### src/rtl/rsq_pkg.sv
// ============================================================================
// Relay switch sequencer package
// Command codes, field widths and the item and result records that the
// sequencer modules share.
// ============================================================================
package rsq_pkg;

   // Widths of the item and result fields.
   localparam int unsigned CMD_WIDTH  = 3;
   localparam int unsigned MASK_WIDTH = 16;

   // Reset value of the exclusive group mask: relay 0 is exclusive.
   localparam logic [MASK_WIDTH-1:0] EXCLUSIVE_MASK_RESET = 16'h0001;

   // Command codes carried by an input item.
   typedef enum logic [CMD_WIDTH-1:0] {
      CMD_TURN_ON   = 3'd0,
      CMD_TURN_OFF  = 3'd1,
      CMD_OFF_ALL   = 3'd2,
      CMD_QUERY     = 3'd3,
      CMD_EXCL_TICK = 3'd4,
      CMD_CONC_TICK = 3'd5
   } cmd_type;

   // One input item as it sits in the input register.
   typedef struct packed {
      logic [CMD_WIDTH-1:0]  command;
      logic [MASK_WIDTH-1:0] relay_mask;
   } item_type;

   // One result item as the core hands it to the result register.
   typedef struct packed {
      logic [MASK_WIDTH-1:0] switched_off;
      logic [MASK_WIDTH-1:0] switched_on;
      logic                  all_requested_on;
      logic [MASK_WIDTH-1:0] actual_status;
   } result_type;

endpackage

### src/rtl/rsq_req_if.sv
// ============================================================================
// Relay sequencer request channel
// Valid/ready channel that carries one command item into the sequencer.
// ============================================================================
interface rsq_req_if;

   logic                             valid;
   logic                             ready;
   logic [rsq_pkg::CMD_WIDTH-1:0]    command;
   logic [rsq_pkg::MASK_WIDTH-1:0]   relay_mask;

   modport source (output valid, output command, output relay_mask, input ready);
   modport sink   (input valid, input command, input relay_mask, output ready);

endinterface

### src/rtl/rsq_rsp_if.sv
// ============================================================================
// Relay sequencer response channel
// Valid/ready channel that carries one result item out of the sequencer.
// ============================================================================
interface rsq_rsp_if;

   logic                             valid;
   logic                             ready;
   logic [rsq_pkg::MASK_WIDTH-1:0]   switched_off;
   logic [rsq_pkg::MASK_WIDTH-1:0]   switched_on;
   logic                             all_requested_on;
   logic [rsq_pkg::MASK_WIDTH-1:0]   actual_status;

   modport source (output valid, output switched_off, output switched_on,
                   output all_requested_on, output actual_status, input ready);
   modport sink   (input valid, input switched_off, input switched_on,
                   input all_requested_on, input actual_status, output ready);

endinterface

### src/rtl/rsq_tick.sv
// ============================================================================
// Relay group tick
// Combinational control step for one relay group: switches off relays that
// are on but no longer requested, then switches on requested relays that are
// off, either all at once or only the lowest-indexed one.
// ============================================================================
module rsq_tick #(
   parameter int unsigned WIDTH  = 16,
   parameter bit          SINGLE = 1'b0
) (
   input  logic [WIDTH-1:0] request,
   input  logic [WIDTH-1:0] actual,
   output logic [WIDTH-1:0] actual_next,
   output logic [WIDTH-1:0] going_off,
   output logic [WIDTH-1:0] going_on
);

   logic [WIDTH-1:0] kept;
   logic [WIDTH-1:0] pending;

   // Relays that stay on are those both on and requested.
   assign going_off = actual & ~request;
   assign kept      = actual & request;
   assign pending   = request & ~kept;

   // The exclusive group picks only the lowest pending relay.
   generate
      if (SINGLE) begin : g_single
         assign going_on = pending & (~pending + WIDTH'(1));
      end else begin : g_all
         assign going_on = pending;
      end
   endgenerate

   assign actual_next = kept | going_on;

endmodule

### src/rtl/rsq_core.sv
// ============================================================================
// Relay sequencer core
// Holds the exclusive group mask and the requested and actual relay masks,
// decodes one command item and produces its result in a single pass.
// ============================================================================
module rsq_core #(
   parameter int unsigned RELAY_COUNT = 16
) (
   input  logic                           clock,
   input  logic                           reset,
   input  logic                           step,
   input  rsq_pkg::item_type              item,
   input  logic                           csr_wr_en,
   input  logic [rsq_pkg::MASK_WIDTH-1:0] csr_wr_data,
   output rsq_pkg::result_type            result
);

   localparam int unsigned FW = rsq_pkg::MASK_WIDTH;

   logic [FW-1:0]          excl_mask_ff;
   logic [RELAY_COUNT-1:0] excl_req_ff, excl_req_in;
   logic [RELAY_COUNT-1:0] conc_req_ff, conc_req_in;
   logic [RELAY_COUNT-1:0] excl_act_ff, excl_act_in;
   logic [RELAY_COUNT-1:0] conc_act_ff, conc_act_in;

   logic [RELAY_COUNT-1:0] mask_w;
   logic [RELAY_COUNT-1:0] excl_w;
   logic [RELAY_COUNT-1:0] excl_part;
   logic [RELAY_COUNT-1:0] conc_part;
   logic                   hits_excl;

   logic [RELAY_COUNT-1:0] excl_tick_act, excl_tick_off, excl_tick_on;
   logic [RELAY_COUNT-1:0] conc_tick_act, conc_tick_off, conc_tick_on;

   logic [RELAY_COUNT-1:0] off_w, on_w, status_w;
   logic                   answer;

   // Fit the 16-bit fields to the relay count; bits beyond it are ignored.
   generate
      for (genvar i = 0; i < RELAY_COUNT; i++) begin : g_fit_in
         if (i < FW) begin : g_live
            assign mask_w[i] = item.relay_mask[i];
            assign excl_w[i] = excl_mask_ff[i];
         end else begin : g_dead
            assign mask_w[i] = 1'b0;
            assign excl_w[i] = 1'b0;
         end
      end
   endgenerate

   assign excl_part = mask_w & excl_w;
   assign conc_part = mask_w & ~excl_w;
   assign hits_excl = |excl_part;

   // One tick unit per group.
   rsq_tick #(.WIDTH(RELAY_COUNT), .SINGLE(1'b1)) u_excl_tick (
      .request     (excl_req_ff),
      .actual      (excl_act_ff),
      .actual_next (excl_tick_act),
      .going_off   (excl_tick_off),
      .going_on    (excl_tick_on)
   );

   rsq_tick #(.WIDTH(RELAY_COUNT), .SINGLE(1'b0)) u_conc_tick (
      .request     (conc_req_ff),
      .actual      (conc_act_ff),
      .actual_next (conc_tick_act),
      .going_off   (conc_tick_off),
      .going_on    (conc_tick_on)
   );

   // Command decode: next request and actual masks and the result fields.
   always_comb begin
      excl_req_in = excl_req_ff;
      conc_req_in = conc_req_ff;
      excl_act_in = excl_act_ff;
      conc_act_in = conc_act_ff;
      off_w       = '0;
      on_w        = '0;
      answer      = 1'b0;
      unique case (item.command)
         rsq_pkg::CMD_TURN_ON: begin
            if (hits_excl) excl_req_in = excl_req_ff | excl_part;
            else           conc_req_in = conc_req_ff | conc_part;
         end
         rsq_pkg::CMD_TURN_OFF: begin
            if (hits_excl) excl_req_in = excl_req_ff & ~excl_part;
            else           conc_req_in = conc_req_ff & ~conc_part;
         end
         rsq_pkg::CMD_OFF_ALL: begin
            excl_req_in = '0;
            conc_req_in = '0;
         end
         rsq_pkg::CMD_QUERY: begin
            answer = (((excl_req_ff | conc_req_ff) & mask_w) == mask_w);
         end
         rsq_pkg::CMD_EXCL_TICK: begin
            excl_act_in = excl_tick_act;
            off_w       = excl_tick_off;
            on_w        = excl_tick_on;
         end
         rsq_pkg::CMD_CONC_TICK: begin
            conc_act_in = conc_tick_act;
            off_w       = conc_tick_off;
            on_w        = conc_tick_on;
         end
         default: begin
         end
      endcase
   end

   assign status_w = excl_act_in | conc_act_in;

   // Fit the relay masks back to the 16-bit result fields.
   generate
      for (genvar i = 0; i < FW; i++) begin : g_fit_out
         if (i < RELAY_COUNT) begin : g_live
            assign result.switched_off[i]  = off_w[i];
            assign result.switched_on[i]   = on_w[i];
            assign result.actual_status[i] = status_w[i];
         end else begin : g_dead
            assign result.switched_off[i]  = 1'b0;
            assign result.switched_on[i]   = 1'b0;
            assign result.actual_status[i] = 1'b0;
         end
      end
   endgenerate

   assign result.all_requested_on = answer;

   // Exclusive group mask register.
   always_ff @(posedge clock) begin
      if (reset) begin
         excl_mask_ff <= rsq_pkg::EXCLUSIVE_MASK_RESET;
      end else if (csr_wr_en) begin
         excl_mask_ff <= csr_wr_data;
      end
   end

   // Relay state advances once for each item that passes through.
   always_ff @(posedge clock) begin
      if (reset) begin
         excl_req_ff <= '0;
         conc_req_ff <= '0;
         excl_act_ff <= '0;
         conc_act_ff <= '0;
      end else if (step) begin
         excl_req_ff <= excl_req_in;
         conc_req_ff <= conc_req_in;
         excl_act_ff <= excl_act_in;
         conc_act_ff <= conc_act_in;
      end
   end

   // A relay is never switched off and on by the same tick.
   a_off_on_disjoint: assert property (@(posedge clock) disable iff (reset)
      step |-> ((off_w & on_w) == '0))
      else $error("relay switched off and on in one tick");

   // The exclusive group turns on at most one relay per tick.
   a_excl_one_on: assert property (@(posedge clock) disable iff (reset)
      (step && (item.command == rsq_pkg::CMD_EXCL_TICK)) |-> $onehot0(on_w))
      else $error("exclusive tick switched on more than one relay");

   // Actual masks only move on tick commands.
   a_act_only_on_tick: assert property (@(posedge clock) disable iff (reset)
      (step && (item.command != rsq_pkg::CMD_EXCL_TICK)
            && (item.command != rsq_pkg::CMD_CONC_TICK))
      |=> ($stable(excl_act_ff) && $stable(conc_act_ff)))
      else $error("actual relay state changed outside a tick");

endmodule

### src/rtl/relay_switch_sequencer.sv
// ============================================================================
// Relay switch sequencer
// Tracks requested and actual on/off masks of an exclusive and a concurrent
// relay group and runs turn-on, turn-off, all-off, query and control tick commands.
// ============================================================================
// Pipeline: an accepted item sits in the input register, is decoded in one
// pass and its result is loaded into the result register and offered from
// there. Throughput: one item per cycle while the result side keeps ready
// high; a stalled result holds the input register.
// Reset: synchronous; clears all requests and actual states, sets the
// exclusive mask to relay 0 and empties both pipeline registers.
module relay_switch_sequencer #(
   parameter int unsigned RELAY_COUNT = 16
) (
   input  logic                           clock,
   input  logic                           reset,
   rsq_req_if.sink                        req_if,
   rsq_rsp_if.source                      rsp_if,
   input  logic                           csr_wr_en,
   input  logic [rsq_pkg::MASK_WIDTH-1:0] csr_wr_data
);

   logic                 item_valid_ff;
   rsq_pkg::item_type    item_ff;
   logic                 rsp_valid_ff;
   rsq_pkg::result_type  rsp_ff;
   rsq_pkg::result_type  core_result;
   logic                 advance;
   logic                 accept;

   // The input register moves on when the result register is free or drains.
   assign advance     = item_valid_ff && (!rsp_valid_ff || rsp_if.ready);
   assign req_if.ready = !item_valid_ff || advance;
   assign accept      = req_if.valid && req_if.ready;

   // Input register.
   always_ff @(posedge clock) begin
      if (reset) begin
         item_valid_ff <= 1'b0;
      end else if (req_if.ready) begin
         item_valid_ff <= req_if.valid;
      end
   end

   always_ff @(posedge clock) begin
      if (accept) begin
         item_ff.command    <= req_if.command;
         item_ff.relay_mask <= req_if.relay_mask;
      end
   end

   rsq_core #(.RELAY_COUNT(RELAY_COUNT)) u_core (
      .clock       (clock),
      .reset       (reset),
      .step        (advance),
      .item        (item_ff),
      .csr_wr_en   (csr_wr_en),
      .csr_wr_data (csr_wr_data),
      .result      (core_result)
   );

   // Result register.
   always_ff @(posedge clock) begin
      if (reset) begin
         rsp_valid_ff <= 1'b0;
      end else if (advance) begin
         rsp_valid_ff <= 1'b1;
      end else if (rsp_if.ready) begin
         rsp_valid_ff <= 1'b0;
      end
   end

   always_ff @(posedge clock) begin
      if (advance) begin
         rsp_ff <= core_result;
      end
   end

   assign rsp_if.valid            = rsp_valid_ff;
   assign rsp_if.switched_off     = rsp_ff.switched_off;
   assign rsp_if.switched_on      = rsp_ff.switched_on;
   assign rsp_if.all_requested_on = rsp_ff.all_requested_on;
   assign rsp_if.actual_status    = rsp_ff.actual_status;

   // An accepted item is held in the input register next cycle.
   a_accept_lands: assert property (@(posedge clock) disable iff (reset)
      accept |=> item_valid_ff)
      else $error("accepted item did not reach the input register");

   // A held item that cannot advance is not dropped.
   a_item_kept: assert property (@(posedge clock) disable iff (reset)
      (item_valid_ff && !advance) |=> item_valid_ff)
      else $error("stalled item lost from the input register");

   // Each advancing item shows up as a valid result next cycle.
   a_result_lands: assert property (@(posedge clock) disable iff (reset)
      advance |=> rsp_valid_ff)
      else $error("advanced item produced no result");

endmodule
### src/flat_wrapper.sv
// flat-port wrapper written by rule: the top's interface ports become plain ports
module relay_switch_sequencer_flat 
#(
   parameter int unsigned RELAY_COUNT = 16
)
  (clock, reset, csr_wr_en, csr_wr_data, req_if_valid, req_if_command, req_if_relay_mask, req_if_ready, rsp_if_valid, rsp_if_switched_off, rsp_if_switched_on, rsp_if_all_requested_on, rsp_if_actual_status, rsp_if_ready);
  rsq_req_if req_if_i ();
  rsq_rsp_if rsp_if_i ();
  input  logic clock;
  input  logic reset;
  input  logic csr_wr_en;
  input  logic [rsq_pkg::MASK_WIDTH-1:0] csr_wr_data;
  input wire logic [$bits(req_if_i.valid)-1:0] req_if_valid;
  input wire logic [$bits(req_if_i.command)-1:0] req_if_command;
  input wire logic [$bits(req_if_i.relay_mask)-1:0] req_if_relay_mask;
  output wire logic [$bits(req_if_i.ready)-1:0] req_if_ready;
  output wire logic [$bits(rsp_if_i.valid)-1:0] rsp_if_valid;
  output wire logic [$bits(rsp_if_i.switched_off)-1:0] rsp_if_switched_off;
  output wire logic [$bits(rsp_if_i.switched_on)-1:0] rsp_if_switched_on;
  output wire logic [$bits(rsp_if_i.all_requested_on)-1:0] rsp_if_all_requested_on;
  output wire logic [$bits(rsp_if_i.actual_status)-1:0] rsp_if_actual_status;
  input wire logic [$bits(rsp_if_i.ready)-1:0] rsp_if_ready;
  assign req_if_i.valid = req_if_valid;
  assign req_if_i.command = req_if_command;
  assign req_if_i.relay_mask = req_if_relay_mask;
  assign req_if_ready = req_if_i.ready;
  assign rsp_if_valid = rsp_if_i.valid;
  assign rsp_if_switched_off = rsp_if_i.switched_off;
  assign rsp_if_switched_on = rsp_if_i.switched_on;
  assign rsp_if_all_requested_on = rsp_if_i.all_requested_on;
  assign rsp_if_actual_status = rsp_if_i.actual_status;
  assign rsp_if_i.ready = rsp_if_ready;
  relay_switch_sequencer #(.RELAY_COUNT(RELAY_COUNT)) u_core (.clock(clock), .reset(reset), .req_if(req_if_i), .rsp_if(rsp_if_i), .csr_wr_en(csr_wr_en), .csr_wr_data(csr_wr_data));
endmodule
### config.mk
export PLATFORM = sky130hd
export DESIGN_NAME = relay_switch_sequencer_flat
export DESIGN_NICKNAME = d
export VERILOG_FILES = /design/src/rtl/rsq_pkg.sv /design/src/rtl/rsq_req_if.sv /design/src/rtl/rsq_rsp_if.sv /design/src/rtl/rsq_tick.sv /design/src/rtl/rsq_core.sv /design/src/rtl/relay_switch_sequencer.sv /design/src/flat_wrapper.sv
export SDC_FILE = /design/constraint.sdc
export NUM_CORES = 1
export LEC_CHECK = 0
export BUFFER_PORTS_ARGS = -buffer_cell sky130_fd_sc_hd__buf_2
export CELL_PAD_IN_SITES_DETAIL_PLACEMENT = 2
export CELL_PAD_IN_SITES_GLOBAL_PLACEMENT = 2
export CORE_MARGIN = 4
export CORE_UTILIZATION = 39
export DETAILED_ROUTE_END_ITERATION = 10
export PLACE_DENSITY_LB_ADDON = 0.15
export SETUP_SLACK_MARGIN = 0.4
export SYNTH_ARGS = -nofsm -noshare
export SYNTH_HDL_FRONTEND = slang
export SYNTH_SLANG_ARGS = --single-unit
### constraint.sdc
create_clock -name clock -period 4.7 [get_ports clock]
set_input_delay 0.705 -clock clock [delete_from_list [all_inputs] [get_ports clock]]
set_output_delay 0.705 -clock clock [all_outputs]
set_load 0.1 [all_outputs]
# Word-level counts from Yosys, hierarchy flattened
# Cells that the tools add are included.
# classes
n_addsub	1
n_eq_ne	10
n_mux	12
bitwise	26
reduce_logical	12
# ops
op	n
16-bit bitwise AND	12
16-bit NOT	8
16-bit two-way mux	6
16-bit OR	6
16-bit one-hot mux with 3 select lines	2
16-bit one-hot mux with 2 select lines	2
16-bit by 1-bit adder with 16-bit output (second input constant)	1
16-bit equality test	1
16-bit OR reduction	1
2-bit != test (second input constant)	4
4-bit AND reduction	2
3-bit by 2-bit equality test with 1-bit output (second input constant)	2
3-bit equality test (second input constant)	2
3-bit by 1-bit equality test with 1-bit output (second input constant)	1
3-bit zero test	1
3-bit nonzero test	1
1-bit logical AND	2
1-bit zero test	2
1-bit logical OR	2
1-bit two-way mux	2
2-bit nonzero test	1
# word_totals
register_bits	150
wordCells	74

# Longest topological paths before layout
# Gate-level depths: netlist of run 1.
# depth
depth_word	9
mapped_depth	8
ltp_nobuf	6

# Hierarchy
# A second synthesis of run 1 with hierarchy kept.
# hier_totals
hier_cells	724
area_unflattened_um2	6891.6
# modules_own_cells
module	instances	cells_per_inst	area_each_um2	seq_area_each_um2
rsq_core	1	506	3897.5	1601.5
relay_switch_sequencer	1	78	2145.8	2082.0
rsq_tick at u_core.u_core.u_excl_tick	1	92	548.0	0.0
rsq_tick at u_core.u_core.u_conc_tick	1	48	300.3	0.0

# Worst setup path before layout of run 1
# Ideal clock, no wire load.
# synth_timing
path_type	reg-to-reg
from	register u_core.rsp_valid_ff, in the netlist u_core.rsp_if.valid
to	register u_core.u_core.excl_act_ff[8]
arrival_time_ns	3.275
t_required_ns	4.627
setup_slack_ns	1.352
path_stages_with_launch	8
n_path_buf	2
cell_sequence	dfxtp_1 nand2b_1 clkbuf_1 nand2_1 inv_2 buf_1 nand4_1 a21oi_1
# synth_between
elab_chain_cells	3
# synth_lines
item	line_no	text
from (decl)	relay_switch_sequencer.sv:25	logic rsp_valid_ff;
from (signal assigned)	relay_switch_sequencer.sv:65	rsp_valid_ff <= 1'b0;
from (signal assigned)	relay_switch_sequencer.sv:67	rsp_valid_ff <= 1'b1;
from (signal assigned)	relay_switch_sequencer.sv:69	rsp_valid_ff <= 1'b0;
1-bit zero test	relay_switch_sequencer.sv:32	assign advance = item_valid_ff && (!rsp_valid_ff || rsp_if.ready);
1-bit logical OR	relay_switch_sequencer.sv:32	
1-bit logical AND	relay_switch_sequencer.sv:32	
net u_core.advance	relay_switch_sequencer.sv:28	logic advance;
to (signal assigned)	rsq_core.sv:150	excl_act_ff <= excl_act_in;
to (decl)	rsq_core.sv:23	logic [RELAY_COUNT-1:0] excl_act_ff, excl_act_in;
# The timed path passes the listed nets, and every way through them passes these cells.
# A chain may end at the register's enable or synchronous reset.

# Worst setup path in the final report of run 1
# layout_timing
from	register u_core.item_ff[15] in the netlist's numbering
to	register u_core.u_core.conc_req_ff[4]
# layout_between
elab_chain_cells	4
# layout_lines
item	line_no	text
from (decl)	relay_switch_sequencer.sv:24	rsq_pkg::item_type item_ff;
16-bit bitwise AND (*)	rsq_core.sv:51	assign excl_part = mask_w & excl_w;
16-bit OR reduction (*)	rsq_core.sv:53	assign hits_excl = |excl_part;
2-bit != test (no line)	n/a	
4-bit AND reduction (no line) (*)	n/a	
to (signal assigned)	rsq_core.sv:149	conc_req_ff <= conc_req_in;
to (decl)	rsq_core.sv:22	logic [RELAY_COUNT-1:0] conc_req_ff, conc_req_in;
# Every way passes the cells marked *; elsewhere a longest branch is shown, timed or not.

==> impl_metrics.env, run 1 <==
export IMPL_min_period_ps=3010
export IMPL_fin_tns_setup_ps=0
export IMPL_holdPathStages=1
export IMPL_dp_hpwl_mm=17.6
export IMPL_die_area_sq_um=19800
export IMPL_grt_util_all_layers_pct=25.5
export IMPL_ys_async_sr_fraction_pct=0
export IMPL_io_pins=91
export IMPL_start_util_pct=39.8
export IMPL_outcome="finished, final reports clean"
export IMPL_yosys_area_share_xor_xnor_pct=0.127
export IMPL_place_area_sq_um=7540
export IMPL_grt_ovfl_total=0
export IMPL_viasPerCell=5.95
export IMPL_setup_viol_count_final=0
export IMPL_layout_commonest_cell="nand2_1"
export IMPL_hold_viol_final=0
export IMPL_gp_congestion=0.919
export IMPL_layout_common_cells="117 x nand2_1, 90 x buf_2, 82 x nor2_1, 82 x dfxtp_1, 68 x edfxtp_1"
export IMPL_cts_hold_buf=0
export IMPL_rsz0062_at_grt="false"
export IMPL_avgRoutedWirePerCell_um=23.9
export IMPL_clock_sink_count=150
export IMPL_cts_root_buf="clkbuf_16"
export IMPL_synth_area_mux_share_pct=2.91
export IMPL_cts_setup_buffers=0
export IMPL_synth_compound_area_share_pct=20.7
export IMPL_synthFlopType="dfxtp_1"
export IMPL_drt_initial_drc_count=423
export IMPL_drc=0
export IMPL_ys_seq_area_share_pct=53.5
export IMPL_htreeDepth=4
export IMPL_path_class="reg2reg"
export IMPL_post_cts_resized=0
export IMPL_clock_path_buffers=2
export IMPL_r2r_start="u_core.item_ff[15]"
export IMPL_finalPower_w=0.00326
export IMPL_leakagePower_nw=2.95
export IMPL_vdd_drop_max_v=0.000247
export IMPL_hp_class="in2reg"
export IMPL_antenna_found_initial=0
export IMPL_dr_pass1_iters=5
export IMPL_finalWirelength_mm=25.1
export IMPL_pre_cts_slack_ps=1300
export IMPL_insertion_delay_ps=430
export IMPL_clk_pin_slew_ps=60
export IMPL_netlist_area_sq_um=6890
export IMPL_ff2ff_setup_slack_ps=1690
export IMPL_synth_seq_cells=150
export IMPL_syn_inst=733
export IMPL_n_antenna_cell=0
export IMPL_yosys_warnings=0
export IMPL_worstHoldStart="req_if_relay_mask[6]"
export IMPL_stdcell_area_sq_um=8170
export IMPL_cp_max_fo=16
export IMPL_synth_top_family_by_area="compound AO/OA/AOI/OAI gates"
export IMPL_reg2reg_depth=5
export IMPL_timing_final_ws_setup_ps=1690
export IMPL_clock_fmax_ghz=0.333
export IMPL_syn_nets=773
export IMPL_tritoncts="done"
export IMPL_worstPathArrival_ps=3330
export IMPL_hold_slack_ps=453
export IMPL_power_density_nw_per_um2=399
export IMPL_grt_pass1_wl_mm=39.2
export IMPL_crit_path_end_kind="flop"
export IMPL_cts_buffers=17
export IMPL_coreArea_sq_um=17300
export IMPL_slew_violations=0
export IMPL_grt_pass1_vias=6744
export IMPL_vias=6232
export IMPL_core_rowCount=48
export IMPL_synth_edff_count=68
export IMPL_dieWidth_um=141
export IMPL_synthSimpleGateAreaFrac_pct=18.8
export IMPL_io_buffer_count=90
export IMPL_worst_endpoint_required_ps=5030
export IMPL_area_growth_pct=18.6
export IMPL_nNetsFinal=850
export IMPL_cp_start_kind="flop"
export IMPL_ant_nets=0
export IMPL_synth_fa_ha_area_share_pct=0
export IMPL_relSlewSlack_pct=21.3
export IMPL_drv_cap=0
export IMPL_die_y_um=141
export IMPL_fin_skew_ps=10.1
export IMPL_period_share_pct=64.0
export IMPL_r2r_end="u_core.u_core.conc_req_ff[4]"
export IMPL_syn_area_per_cell_sq_um=9.40
export IMPL_worst_slew_pin_slew_ps=1180
export IMPL_layout_drive_gt1_share_pct=16.6
export IMPL_grt_max_degree=54
export IMPL_synth_cell_types=49
export IMPL_holdPathEnd="u_core.item_ff[6]"
sequential cells by signal (all words and copies together) (netlist names):
register                        count
u_core.u_core.excl_mask_ff         16
u_core.rsp_if.all_requested_on      1
u_core.rsp_if.switched_on          16
u_core.item_valid_ff                1
u_core.u_core.conc_req_ff          16
u_core.item_ff                     19
u_core.u_core.excl_act_ff          16
u_core.rsp_if.valid                 1
u_core.u_core.conc_act_ff          16
u_core.u_core.excl_req_ff          16
u_core.rsp_if.switched_off         16
u_core.rsp_if.actual_status        16
how the worst max path moves through the flow:
stage | from | to | slack (ps) | cells past startpoint
after floorplan | u_core.rsp_if.valid | u_core.u_core.excl_act_ff[8] | 1350 | 7
after global placement | rsp_if_ready | u_core.u_core.conc_act_ff[7] | 1650 | 7
after detailed placement | rsp_if_ready | u_core.u_core.conc_act_ff[8] | 1300 | 7
after CTS | u_core.item_ff[15] | u_core.u_core.conc_req_ff[4] | 1640 | 5
after global routing | u_core.item_ff[15] | u_core.u_core.conc_req_ff[12] | 1460 | 5
final | u_core.item_ff[15] | u_core.u_core.conc_req_ff[4] | 1690 | 5
through the flow:
stage,cells,util (%)
4_1_cts,1048,47.2
2_1_floorplan,733,-
5_1_grt,1048,47.2
3_3_place_gp,1016,43.6
3_5_place_dp,1016,43.6
6_report,1048,47.2
cells in the mapped netlist, drive strengths merged (7+ instances only):
master	count	share of area [%]
o32ai	13	1.7
a41o	16	2.3
a21oi	44	3.2
dfxtp	82	24
nor2	83	4.6
nor3	10	0.73
nand2b	29	2.6
nand3	16	1.2
edfxtp	68	30
nand4	8	0.73
buf	11	0.78
a32o	16	2.3
inv	28	1.5
o21ai	58	4.2
and2	7	0.64
a211oi	15	1.6
clkbuf	30	1.6
mux2i	20	2.9
nand2	117	6.4
where the power goes:
| group | switching, W | internal [W] |
|---|---|---|
| Combinational | 0.000277 | 0.0000725 |
| Clock | 0.000545 | 0.000913 |
| Sequential | 0.0000435 | 0.00141 |
| Total | 0.000865 | 0.00239 |
worst max-delay path, stage by stage (launching register included):
cell and delay, ps:
edfxtp_1 510, a22oi_1 340, nand3_1 180, nor4_4 820, nand3_1 690, o21ai_0 360
cells by family (layout without fill, tap and decap cells):
family | count (synthesis) | after routing
flops | 150 | 150
simple gates | 285 | 285
xor+xnor | 1 | 1
mux | 20 | 20
compound gates | 207 | 207
buf+inv | 70 | 160
metal layers:
metal	routed length, um	vias up	track usage (%)
li1	-	2847	-
met1	10700	3186	32.2
met2	13000	172	45.1
met3	1040	27	3.63
met4	419	0	7.90
met5	0	-	0
layout make-up:
| type | count | area (sq um) |
|---|---|---|
| sequential | 150 | 3680 |
| timing repair buffer | 99 | 518 |
| fill | 1875 | 9130 |
| clock inverter | 6 | 115 |
| inverter | 29 | 109 |
| multi-input combinational | 513 | 2950 |
| tap | 225 | 282 |
| clock buffer | 26 | 510 |
(Power assumes the default switching activity.)
==> run 2: changes to the inputs <==
--- a/config.mk
+++ b/config.mk
@@ -9,7 +9,7 @@
 export CELL_PAD_IN_SITES_DETAIL_PLACEMENT = 2
 export CELL_PAD_IN_SITES_GLOBAL_PLACEMENT = 2
 export CORE_MARGIN = 4
-export CORE_UTILIZATION = 39
+export CORE_UTILIZATION = 32
 export DETAILED_ROUTE_END_ITERATION = 10
 export PLACE_DENSITY_LB_ADDON = 0.15
 export SETUP_SLACK_MARGIN = 0.4
==> constraint.sdc (replaced) <==
create_clock -name clock -period 2.65 [get_ports clock]
set_input_delay 0.3975 -clock clock [delete_from_list [all_inputs] [get_ports clock]]
set_output_delay 0.3975 -clock clock [all_outputs]
set_load 0.1 [all_outputs]
==> run 2 against run 1 <==
Effect of this change:
- clock power up 62%
- clock skew down 2.7 ps
- count of clock-buffer cells in the layout down 6
- sequential share of layout area down 1.6 points
- cell area up 3.8%
- core utilization down 7.0 points
- critical endpoint is now u_core.u_core.excl_req_ff[8]
- first-iteration DRC count down 15%
- cell count up 8.1%
- die area up 21%
- wire length up 3.2%
==> impl_metrics.env, run 2 (same netlist as run 1, synthesis figures left out) <==
export IMPL_dp_cells=1091
export IMPL_grt_pass1_wl_mm=40.6
export IMPL_hp_class="in2reg"
export IMPL_path_buf_inv=2
export IMPL_die_area_sq_um=23900
export IMPL_crit_chain="buf_4 -> or3b_2 -> buf_4 -> a21oi_1 -> a211oi_1 -> o31ai_1"
export IMPL_largest_reg_flops=19
export IMPL_startpoint="u_core.item_ff[17]"
export IMPL_cts_hold_buf=0
export IMPL_cpMostUsedCell="buf_4"
export IMPL_setup_viol_count_final=0
export IMPL_internal_power_w=0.00404
export IMPL_finalWirelength_mm=25.9
export IMPL_crit_path_end_kind="flop"
export IMPL_grt_max_degree=34
export IMPL_layout_commonest_cell="nand2_1"
export IMPL_max_stage_delay_ps=610
export IMPL_outcome="finished, final reports clean"
export IMPL_die_y_um=155
export IMPL_crit_family="simple AND/OR/NAND/NOR gates"
export IMPL_fin_skew_ps=7.41
export IMPL_dp_hpwl_mm=19.0
export IMPL_antenna_found_initial=0
export IMPL_io_buffer_count=90
export IMPL_area_growth_pct=23.1
export IMPL_worst_endpoint_required_ps=2960
export IMPL_regMostFlops="u_core.item_ff"
export IMPL_nNetsFinal=885
export IMPL_avgRoutedWirePerCell_um=22.8
export IMPL_path_class="reg2reg"
export IMPL_n_antenna_cell=0
export IMPL_relSlewSlack_pct=35.1
export IMPL_worstHoldStart="req_if_relay_mask[6]"
export IMPL_drt_initial_drc_count=358
export IMPL_worst_slew_pin_slew_ps=974
export IMPL_cp_max_fo=10
export IMPL_fin_cells=1133
export IMPL_clock_path_buffers=2
export IMPL_worstPathArrival_ps=2480
export IMPL_start_util_pct=32.7
export IMPL_drc=0
export IMPL_fin_tns_setup_ps=0
export IMPL_drv_cap=0
export IMPL_core_rowCount=53
export IMPL_pwr_share_seq_pct=45.7
export IMPL_min_period_ps=2170
export IMPL_period_share_pct=81.8
export IMPL_power_density_nw_per_um2=662
export IMPL_nFillCells=2315
export IMPL_grt_ovfl_total=0
export IMPL_p_clk_share_pct=42.2
export IMPL_vdd_drop_max_v=0.000425
export IMPL_coreArea_sq_um=21100
export IMPL_io_pins=91
export IMPL_grt_util_all_layers_pct=21.9
export IMPL_layout_common_cells="116 x nand2_1, 90 x buf_2, 81 x dfxtp_1"
export IMPL_viasPerCell=5.52
export IMPL_vias=6249
export IMPL_swShare_pct=28.0
export IMPL_dieWidth_um=155
export IMPL_power_share_combinational_pct=12.1
export IMPL_rsz0062_at_grt="false"
export IMPL_gp_congestion=0.881
export IMPL_cts_root_buf="clkbuf_16"
export IMPL_hold_viol_final=0
export IMPL_grt_pass1_vias=6902
export IMPL_tritoncts="done"
export IMPL_finalPower_w=0.00561
export IMPL_dr_pass1_iters=4
export IMPL_ant_nets=0
export IMPL_cts_buffers=17
export IMPL_r2r_start="u_core.item_ff[17]"
export IMPL_leakagePower_nw=3.10
export IMPL_insertion_delay_ps=420
export IMPL_htreeDepth=4
export IMPL_clock_sink_count=150
export IMPL_clk_pin_slew_ps=60
export IMPL_switchingPower_w=0.00157
export IMPL_layout_drive_gt1_share_pct=21.0
export IMPL_clock_fmax_ghz=0.462
export IMPL_slew_violations=0
export IMPL_cp_start_kind="flop"
export IMPL_slowest_stage="or3b_2"
run 2: cell types whose count changed in the layout (fill, tap and decap cells not counted), moves of 3 or more:
cell / before / now
clkinvlp_4: 1 / 4
clkbuf_8: 3 / 0
buf_4: 9 / 41
clkinv_2: 0 / 3
run 2: worst paths after layout:
path	to	slack, ps	cells past startpoint
worst min register to register	u_core.u_core.conc_act_ff[6]	480	2
worst max-delay path	u_core.u_core.excl_req_ff[8]	480	6
worst max register to register	u_core.u_core.excl_req_ff[8]	480	6
worst min-delay path	u_core.item_ff[6]	150	1
run 2: metal layers:
layer | part of all wire (%) | routed length (um) | up-vias | track usage (%)
li1 | - | - | 2918 | -
met1 | 46 | 11800 | 3165 | 28.6
met2 | 49 | 12600 | 131 | 37.6
met3 | 3.3 | 858 | 35 | 2.97
met4 | 2.5 | 635 | 0 | 7.36
met5 | 0 | 0 | - | 0
run 2: area by class of cell:
class | count | area [sq um] | share of cell area (%)
Inverter | 29 | 109 | 1.28
Clock buffer | 20 | 437 | 5.15
Sequential cell | 150 | 3680 | 43.5
Multi-Input combinational cell | 513 | 2960 | 34.9
Clock inverter | 12 | 131 | 1.55
Tap cell | 275 | 344 | 4.06
Timing Repair Buffer | 134 | 810 | 9.55
run 2: timing repair:
action                     4_1_cts  5_1_grt
setup buffers                    3        7
pin swaps                        1        0
setup endpoints to repair        2       24
resized for setup                0        6
hold endpoints to repair         0        0
run 2: power by group through the flow:
stage	combinational [W]	sequential (W)	clock [W]
global route	0.000724	0.00257	0.00250
finish	0.000681	0.00256	0.00237
global placement	0.000647	0.00261	0
detailed placement	0.000666	0.00261	0
CTS	0.000674	0.00256	0.00240
floorplan	0.000249	0.00279	0
run 2: stage by stage:
stage | area (sq um) | util, % | worst slack [ps] | hold WS [ps]
5_1_grt | 8480 | 40.2 | 410 | 139
2_1_floorplan | 6890 | - | 403 | 436
3_5_place_dp | 7810 | 37.0 | 329 | 469
6_report | 8480 | 40.2 | 483 | 150
3_3_place_gp | 7810 | 37.0 | 491 | 445
4_1_cts | 8400 | 39.8 | 417 | 136
==> run 3: changes to the inputs <==
==> constraint.sdc (replaced) <==
create_clock -name clock -period 1.9 [get_ports clock]
set_input_delay 0.285 -clock clock [delete_from_list [all_inputs] [get_ports clock]]
set_output_delay 0.285 -clock clock [all_outputs]
set_load 0.1 [all_outputs]
==> run 3 against run 2 <==
Effect of this change:
- the flow now finishes with violations (negative setup slack)
- sequential share of layout area shrank 9.8 points
- die area unchanged
- core utilization increased by 12 points
- cell count up 12%
- count of clock-buffer cells in the layout is the same
- wire length is 55% higher
==> impl_metrics.env, run 3 (same netlist as run 1, synthesis figures left out) <==
export IMPL_clk_pin_slew_ps=70
export IMPL_largest_reg_flops=19
export IMPL_fin_tns_setup_ps=-4050
export IMPL_antenna_found_initial=0
export IMPL_cts_hold_buf=0
export IMPL_leakagePower_nw=4.20
export IMPL_die_area_sq_um=23900
export IMPL_cts_root_buf="clkbuf_16"
export IMPL_clock_path_buffers=2
export IMPL_worstHoldStart="req_if_relay_mask[4]"
export IMPL_holdPathStages=1
export IMPL_violations="negative setup slack"
export IMPL_vdd_drop_max_v=0.000657
export IMPL_drv_cap=0
export IMPL_max_stage_delay_ps=400
export IMPL_gp_congestion=0.863
export IMPL_layout_drive_gt1_share_pct=44.5
export IMPL_relSlewSlack_pct=65.1
export IMPL_io_pins=91
export IMPL_area_growth_pct=59.2
export IMPL_period_share_pct=114
export IMPL_ff2ff_setup_slack_ps=-270
export IMPL_dp_cells=1149
export IMPL_power_density_nw_per_um2=818
export IMPL_setup_viol_count_final=46
export IMPL_clock_sink_count=150
export IMPL_avgRoutedWirePerCell_um=31.6
export IMPL_vias=7673
export IMPL_layout_commonest_cell="buf_4"
export IMPL_grt_max_degree=32
export IMPL_path_class="reg2reg"
export IMPL_core_rowCount=53
export IMPL_layout_common_cells="123 x buf_4, 91 x nand2_1, 80 x dfxtp_1"
export IMPL_slew_violations=0
export IMPL_worst_endpoint_required_ps=2240
export IMPL_cp_max_fo=6
export IMPL_die_y_um=155
export IMPL_regMostFlops="u_core.item_ff"
export IMPL_crit_path_end_kind="flop"
export IMPL_fin_cells=1267
export IMPL_cpMostUsedCell="buf_6"
export IMPL_dieWidth_um=155
export IMPL_cp_num_cells=7
export IMPL_rsz0062_at_grt="true"
export IMPL_finalWirelength_mm=40.0
export IMPL_slowest_stage="dfxtp_1"
export IMPL_n_antenna_cell=0
export IMPL_hold_viol_final=0
export IMPL_nNetsFinal=1019
export IMPL_grt_pass1_wl_mm=46.0
export IMPL_r2r_start="u_core.u_core.excl_act_ff[4]"
export IMPL_drt_initial_drc_count=679
export IMPL_insertion_delay_ps=450
export IMPL_cts_buffers=17
export IMPL_clock_fmax_ghz=0.462
export IMPL_drc=0
export IMPL_path_buf_inv=2
export IMPL_hold_slack_ps=6.61
export IMPL_worstPathArrival_ps=2510
export IMPL_cp_start_kind="flop"
export IMPL_start_util_pct=32.7
export IMPL_grt_pass1_vias=7654
export IMPL_grt_ovfl_total=0
export IMPL_min_period_ps=2170
export IMPL_dp_hpwl_mm=20.2
export IMPL_crit_chain="nand2b_1 -> o2111ai_4 -> nor4_4 -> buf_6 -> buf_6 -> nand2_4 -> o32ai_2"
export IMPL_fin_skew_ps=10.8
export IMPL_coreArea_sq_um=21100
export IMPL_outcome="complete, but fails checks"
export IMPL_viasPerCell=6.06
export IMPL_nFillCells=2097
export IMPL_htreeDepth=4
export IMPL_dr_pass1_iters=5
export IMPL_worst_slew_pin_slew_ps=522
export IMPL_hp_class="in2reg"
export IMPL_reg2reg_depth=7
export IMPL_r2r_end="u_core.u_core.excl_act_ff[10]"
export IMPL_holdPathEnd="u_core.item_ff[4]"
export IMPL_crit_family="simple AND/OR/NAND/NOR gates"
export IMPL_ant_nets=0
export IMPL_grt_util_all_layers_pct=25.1
export IMPL_timing_final_ws_setup_ps=-265
export IMPL_tritoncts="done"
export IMPL_io_buffer_count=90
## run 3: cell types whose count changed in the layout (fill, tap and decap cells not counted), moves of 11 or more
cell | before | now
buf_6 | 1 | 30
a21oi_2 | 1 | 14
a21oi_1 | 43 | 27
o21ai_1 | 0 | 29
o32ai_1 | 13 | 1
nand2_1 | 116 | 91
clkbuf_4 | 0 | 25
buf_12 | 2 | 14
nor2_1 | 80 | 64
buf_2 | 90 | 65
buf_4 | 41 | 123
nor2_4 | 0 | 11
o21ai_0 | 58 | 25
nand2_2 | 1 | 16
## run 3: worst max-delay path by stage
stage | slack (ps) | startpoint | to
after floorplan | 110 | u_core.item_ff[17] | u_core.rsp_if.switched_on[11]
after global placement | 100 | u_core.item_ff[18] | u_core.u_core.excl_act_ff[10]
after detailed placement | -8 | u_core.item_ff[13] | u_core.u_core.conc_req_ff[0]
after CTS | 60 | u_core.item_ff[17] | u_core.u_core.conc_req_ff[12]
after global routing | -330 | u_core.u_core.excl_act_ff[4] | u_core.u_core.excl_act_ff[12]
final | -270 | u_core.u_core.excl_act_ff[4] | u_core.u_core.excl_act_ff[10]
## run 3: final cells by class
type | instances | area [sq um] | area share (%)
tap | 275 | 344 | 3.14
clock inverter | 12 | 178 | 1.62
inverter | 29 | 119 | 1.08
clock buffer | 20 | 447 | 4.07
sequential | 150 | 3690 | 33.6
multi-input combinational | 513 | 3860 | 35.2
timing repair buffer | 268 | 2330 | 21.3
## run 3: per-stage QoR
step	cell area, sq um	total power (W)	worst slack (ps)	util [%]
2_1_floorplan	7200	0.00431	114	-
3_3_place_gp	8490	0.00468	95.5	40.3
3_5_place_dp	8490	0.00472	-8.11	40.3
4_1_cts	9590	0.00847	64.2	45.5
5_1_grt	11000	0.00916	-333	52.0
6_report	11000	0.00897	-265	52.0
## run 3: report_power, final
part / switching (W) / internal (W)
sequential: 0.0000793 / 0.00347
clock: 0.00157 / 0.00224
combinational: 0.00105 / 0.000561
total: 0.00270 / 0.00627
## run 3: timing repair
action,CTS,global route
pin swaps,23,34
hold endpoints to repair,0,0
cloned,4,9
setup endpoints to repair,120,168
buffers inserted,18,55
gates resized for setup,65,163
## run 3: per-layer routing
metal  vias to the layer above  part of all wire, %  track usage, %
met5                         -                    0               0
met4                         0                  6.4            13.0
met3                       154                  5.7            3.69
met2                       404                   50            42.6
met1                      3931                   38            31.0
li1                       3184                    -               -
